## config.mk

```make
export PLATFORM = sky130hd
export DESIGN_NAME = tscw_div
export DESIGN_NICKNAME = d
export VERILOG_FILES = /design/src/hw/rtl/tscw_pkg.sv /design/src/hw/rtl/tscw_div.sv
export SDC_FILE = /design/constraint.sdc
export NUM_CORES = 2
export LEC_CHECK = 0
export ABC_AREA = 1
export BUFFER_PORTS_ARGS = -buffer_cell sky130_fd_sc_hd__buf_2
export CELL_PAD_IN_SITES_DETAIL_PLACEMENT = 1
export CELL_PAD_IN_SITES_GLOBAL_PLACEMENT = 2
export CORE_ASPECT_RATIO = 0.5
export CORE_MARGIN = 2
export CORE_UTILIZATION = 39
export CTS_CLUSTER_SIZE = 12
export DETAILED_ROUTE_END_ITERATION = 12
export GPL_ROUTABILITY_DRIVEN = 0
export PLACE_DENSITY = 0.76
export SETUP_SLACK_MARGIN = 0.15
export SYNTH_ARGS = -nofsm -noshare
export SYNTH_HDL_FRONTEND = slang
export SYNTH_SLANG_ARGS = --single-unit
export TNS_END_PERCENT = 20
```

## constraint.sdc

```tcl
create_clock -name clk -period 1.92 [get_ports clk]
set_input_delay 0 -clock clk [delete_from_list [all_inputs] [get_ports clk]]
set_output_delay 0 -clock clk [all_outputs]
set_load 0.01 [all_outputs]
```

## src/hw/rtl/tscw_pkg.sv

```systemverilog
// Package: widths, register indexes and payload types of the thumbnail size and crop block.
package tscw_pkg;

  localparam int DIM_BITS = 14;
  // Widest ceiling-division numerator: a product of two dimensions plus the denominator.
  localparam int NUM_W    = 2 * DIM_BITS + 1;
  // The divider resolves one quotient bit per stage.
  localparam int DIV_LAT  = NUM_W;
  localparam int IDX_W    = 3;

  localparam logic [IDX_W-1:0] REG_BOX_WIDTH   = IDX_W'(0);
  localparam logic [IDX_W-1:0] REG_BOX_HEIGHT  = IDX_W'(1);
  localparam logic [IDX_W-1:0] REG_CROP_ENABLE = IDX_W'(2);
  localparam logic [IDX_W-1:0] REG_MIN_WIDTH   = IDX_W'(3);
  localparam logic [IDX_W-1:0] REG_MIN_HEIGHT  = IDX_W'(4);

  typedef struct packed {
    logic [DIM_BITS-1:0] full_width;
    logic [DIM_BITS-1:0] full_height;
  } in_t;

  typedef struct packed {
    logic [DIM_BITS-1:0] target_width;
    logic [DIM_BITS-1:0] target_height;
    logic [DIM_BITS-1:0] area_x;
    logic [DIM_BITS-1:0] area_y;
    logic [DIM_BITS-1:0] area_width;
    logic [DIM_BITS-1:0] area_height;
    logic                size_error;
  } out_t;

endpackage

```

## src/hw/rtl/tscw_div.sv

```systemverilog
// Pipelined restoring divider, one quotient bit per stage.
module tscw_div (
  input  logic                          clk,
  input  logic                          adv,
  input  logic [tscw_pkg::NUM_W-1:0]    num,
  input  logic [tscw_pkg::DIM_BITS-1:0] den,
  output logic [tscw_pkg::NUM_W-1:0]    quo
);

  logic [tscw_pkg::DIM_BITS-1:0] rem_r [tscw_pkg::DIV_LAT];
  logic [tscw_pkg::NUM_W-1:0]    num_r [tscw_pkg::DIV_LAT];
  logic [tscw_pkg::NUM_W-1:0]    quo_r [tscw_pkg::DIV_LAT];
  logic [tscw_pkg::DIM_BITS-1:0] den_r [tscw_pkg::DIV_LAT];

  for (genvar k = 0; k < tscw_pkg::DIV_LAT; k++) begin : g_stage
    logic [tscw_pkg::DIM_BITS-1:0] rem_in;
    logic [tscw_pkg::NUM_W-1:0]    num_in;
    logic [tscw_pkg::NUM_W-1:0]    quo_in;
    logic [tscw_pkg::DIM_BITS-1:0] den_in;
    logic [tscw_pkg::DIM_BITS:0]   sh;
    logic [tscw_pkg::DIM_BITS:0]   diff;
    logic                          ge;

    if (k == 0) begin : g_first
      assign rem_in = '0;
      assign num_in = num;
      assign quo_in = '0;
      assign den_in = den;
    end else begin : g_next
      assign rem_in = rem_r[k-1];
      assign num_in = num_r[k-1];
      assign quo_in = quo_r[k-1];
      assign den_in = den_r[k-1];
    end

    assign sh   = {rem_in, num_in[tscw_pkg::NUM_W-1]};
    assign ge   = sh >= {1'b0, den_in};
    assign diff = sh - {1'b0, den_in};

    always_ff @(posedge clk) begin
      if (adv) begin
        rem_r[k] <= ge ? diff[tscw_pkg::DIM_BITS-1:0] : sh[tscw_pkg::DIM_BITS-1:0];
        num_r[k] <= {num_in[tscw_pkg::NUM_W-2:0], 1'b0};
        quo_r[k] <= {quo_in[tscw_pkg::NUM_W-2:0], ge};
        den_r[k] <= den_in;
      end
    end
  end

  assign quo = quo_r[tscw_pkg::DIV_LAT-1];

endmodule

```

==> run summary <==
status - finished with violations
failing checks - setup timing
routed len/inst - 17.81 um
IO buf count - 73
CP peak stage delay - 0.45 ns
Area Growth Syn to Fin - 41.66%
RSZ-0062 raised after global routing - true
Max-Cap Viols - 0
CP Buf/Inv Count - 3
largest area contributor in the netlist - edfxtp_1
Worst Tran Pin Value - 0.7039 ns
H-tree lvl count - 4
worst hold slack - 0.05762 ns
Slew HR - 53.07%
Slew Limit Fails - 0
initial drt markers - 2717
CP Class - register to register
vias per std cell - 4.744
most common library cells after synthesis - nand2_1 (2151), edfxtp_1 (1625), inv_1 (1556)
post-synthesis sequential area ratio - 60.09%
Filler cells - 22068
Most common cell on crit path - nand2_2
Yosys cell types - 42
drt total wl - 228900 um
syn_nets - 8223
num ports - 74
Die Wd - 649.3 um
Worst Hold Class - input pin to register
top-area cell type share of the netlist area - 60.09%
Required @ worst endpoint - 2.49 ns
critical path capture point type - register
ys flop type - edfxtp_1
Worst VDD drop - 762.4 uV
clk_skew - 0.07398 ns
Placement Rows - 118
# clock sinks - 1625
top post-synthesis cells by area - edfxtp_1 (60%), nand2_1 (9.9%), inv_1 (7.2%)
layout cells sized above 1 - 41.07%
Die Y - 326.7 um
flops & latches, synth - 1625
Async S/R FF share, synth - 0%
Tot GR Track Use - 20.57%
Leak - 51.55 nW
Post-route DRC - 0
cts bufs inserted - 173
Initial Utilization - 39.23%
PwrDens - 1516 nW/um^2
Syn Inst Count - 7730
final setup fails - 273
dpl hpwl - 159600 um
final worst path period share - 108.9%
Clk Latency, worst-skew pair - 0.85 ns
Max Buffers Root-to-Sink - 4
initial antenna violation count - 2
Peak Freq - 478.3 MHz
via count of the first global-routing pass - 64944
Final ANT Viol Nets - 0
Crit path max-delay family - simple AND/OR/NAND/NOR gates
CTS tree - yes
grt ovf - 0
Ys Warns - 0
final hold vios - 0
critical path's slowest cell - edfxtp_1
Final Util - 55.57%
Tmin final - 2.091 ns
Cell Area, Synth - 81200 um^2
cell with the most instances after synthesis - nand2_1
Worst Setup Start Kind - register
clock slew at reported path FFs - 0.06 ns
DRT Pass-1 Iters - 5
final worst setup slack - -0.1707 ns
Net count, final - 10524
largest net degree at the start of global routing - 112
core area - 207000 um^2
CP arrival - 2.66 ns
CP Cell Sequence - inv_2 > ha_4 > nand2_1 > nand2_1 > a21oi_2 > nand2_2 > nand2_2 > nand3_4 > buf_6 > buf_6 > nand2_2 > o21ai_2
Die ar. - 212100 um^2
Vias - 61000
Avg Inst Size Synth - 10.50 um^2
clock root buffer - clkbuf_16
first-pass GRT wire length - 347100 um
EDFF count, synth - 1625
crit-path max FO - 6
==> power by group <==
part           internal (W)  leakage (nW)  switching [W]
clock                0.0171          2.40         0.0137
sequential           0.0480          15.9        0.00499
combinational        0.0433          33.2         0.0472
total                 0.108          51.6         0.0659
==> cell type report <==
type	count	area, um^2	share of cell area [%]
Inverter	1569	5894	5.124
Clock buffer	188	4428	3.849
Sequential cell	1625	48800	42.42
Tap cell	2760	3453	3.002
Timing Repair Buffer	2167	17630	15.33
Antenna cell	1	2.502	0.002175
Multi-Input combinational cell	4495	34390	29.90
Clock inverter	53	437.9	0.3807
==> registers in the layout, summed over array words and instances, names as in the netlist <==
name   cells
rem_r    392
quo_r    435
den_r    392
num_r    406
==> worst reg2reg max path, cell delays in order, from the launching register on <==
cell and delay (ns):
edfxtp_1 0.45, inv_2 0.10, ha_4 0.21, nand2_1 0.09, nand2_1 0.11, a21oi_2 0.14
nand2_2 0.10, nand2_2 0.10, nand3_4 0.15, buf_6 0.17, buf_6 0.12, nand2_2 0.05
o21ai_2 0.05
==> stage by stage <==
stage	total power, W	setup TNS, ns	cells	area, um^2	worst slack [ns]
after floorplan	0.09290	0	7730	83580	0.09492
after global placement	0.1223	-28.61	12083	99170	-0.2585
after detailed placement	0.1248	-42.86	12083	99170	-0.2969
after CTS	0.1649	-15.54	12633	110000	-0.1391
after global routing	0.1858	-47.23	12858	115000	-0.2494
final	0.1743	-16.55	12858	115000	-0.1707
==> logic make-up (layout without fill, tap and decap cells) <==
family                     Yosys count  count (layout)  synth area share (%)
DFF                               1625            1625                 60.09
AOI/OAI and AO/OA                  424             424                 3.234
adders and majority gates          448             448                 7.153
and+or+nand+nor                   3418            3433                 19.38
xor gates and xnor gates           190             190                 2.049
buffers and inverters             1625            3977                 8.096
other                                0               1                     0
==> timing repair <==
action,CTS,global route
hold buffers,86,0
cloned,16,14
hold endpoints to repair,847,0
buffers inserted,207,210
pin swaps,284,339
endpoints found under the setup margin,405,405
resized for setup,781,847
==> layout by cell type (no fill, tap or decap), types with 72 or more instances in the layout <==
master	Yosys	layout
a21oi_1	136	93
buf_2	2	72
buf_4	0	1844
buf_6	43	90
clkbuf_16	0	185
dlygate4sd3_1	0	86
edfxtp_1	1625	1625
ha_1	421	98
ha_4	0	321
inv_1	1556	1280
inv_2	13	287
nand2_1	2151	1603
nand2_2	54	464
nand2_4	14	149
nand3_1	372	231
nand3_2	31	132
nand3_4	34	89
nand4_1	238	238
nor2_1	316	232
nor2_2	59	81
nor2_4	18	80
o21ai_1	172	135
o21ai_2	37	79
xor2_1	146	146
==> worst paths after layout <==
| check | startpoint | end | slack (ns) | cells after the start |
|---|---|---|---|---|
| setup / recovery | den_r[0][174]$_DFFE_PP_ | rem_r[0][192]$_DFFE_PP_ | -0.17 | 12 |
| hold / removal | num[28] | rem_r[0][0]$_DFFE_PP_ | 0.06 | 4 |
| setup reg to reg | den_r[0][174]$_DFFE_PP_ | rem_r[0][192]$_DFFE_PP_ | -0.17 | 12 |
| hold reg to reg | num_r[1][193]$_DFFE_PP_ | num_r[1][222]$_DFFE_PP_ | 0.39 | 0 |
==> layer usage <==
layer | track usage [%] | share of wire [%] | vias to the layer above | routed length [um]
met1 | 25.38 | 42 | 29890 | 96880
met4 | 5.597 | 2.7 | 0 | 6261
met5 | 0 | 0 | - | 0
met2 | 37.81 | 52 | 778 | 119100
met3 | 2.687 | 2.9 | 367 | 6737
li1 | - | - | 29965 | -
Note: power is estimated with default switching activity, not from simulation.
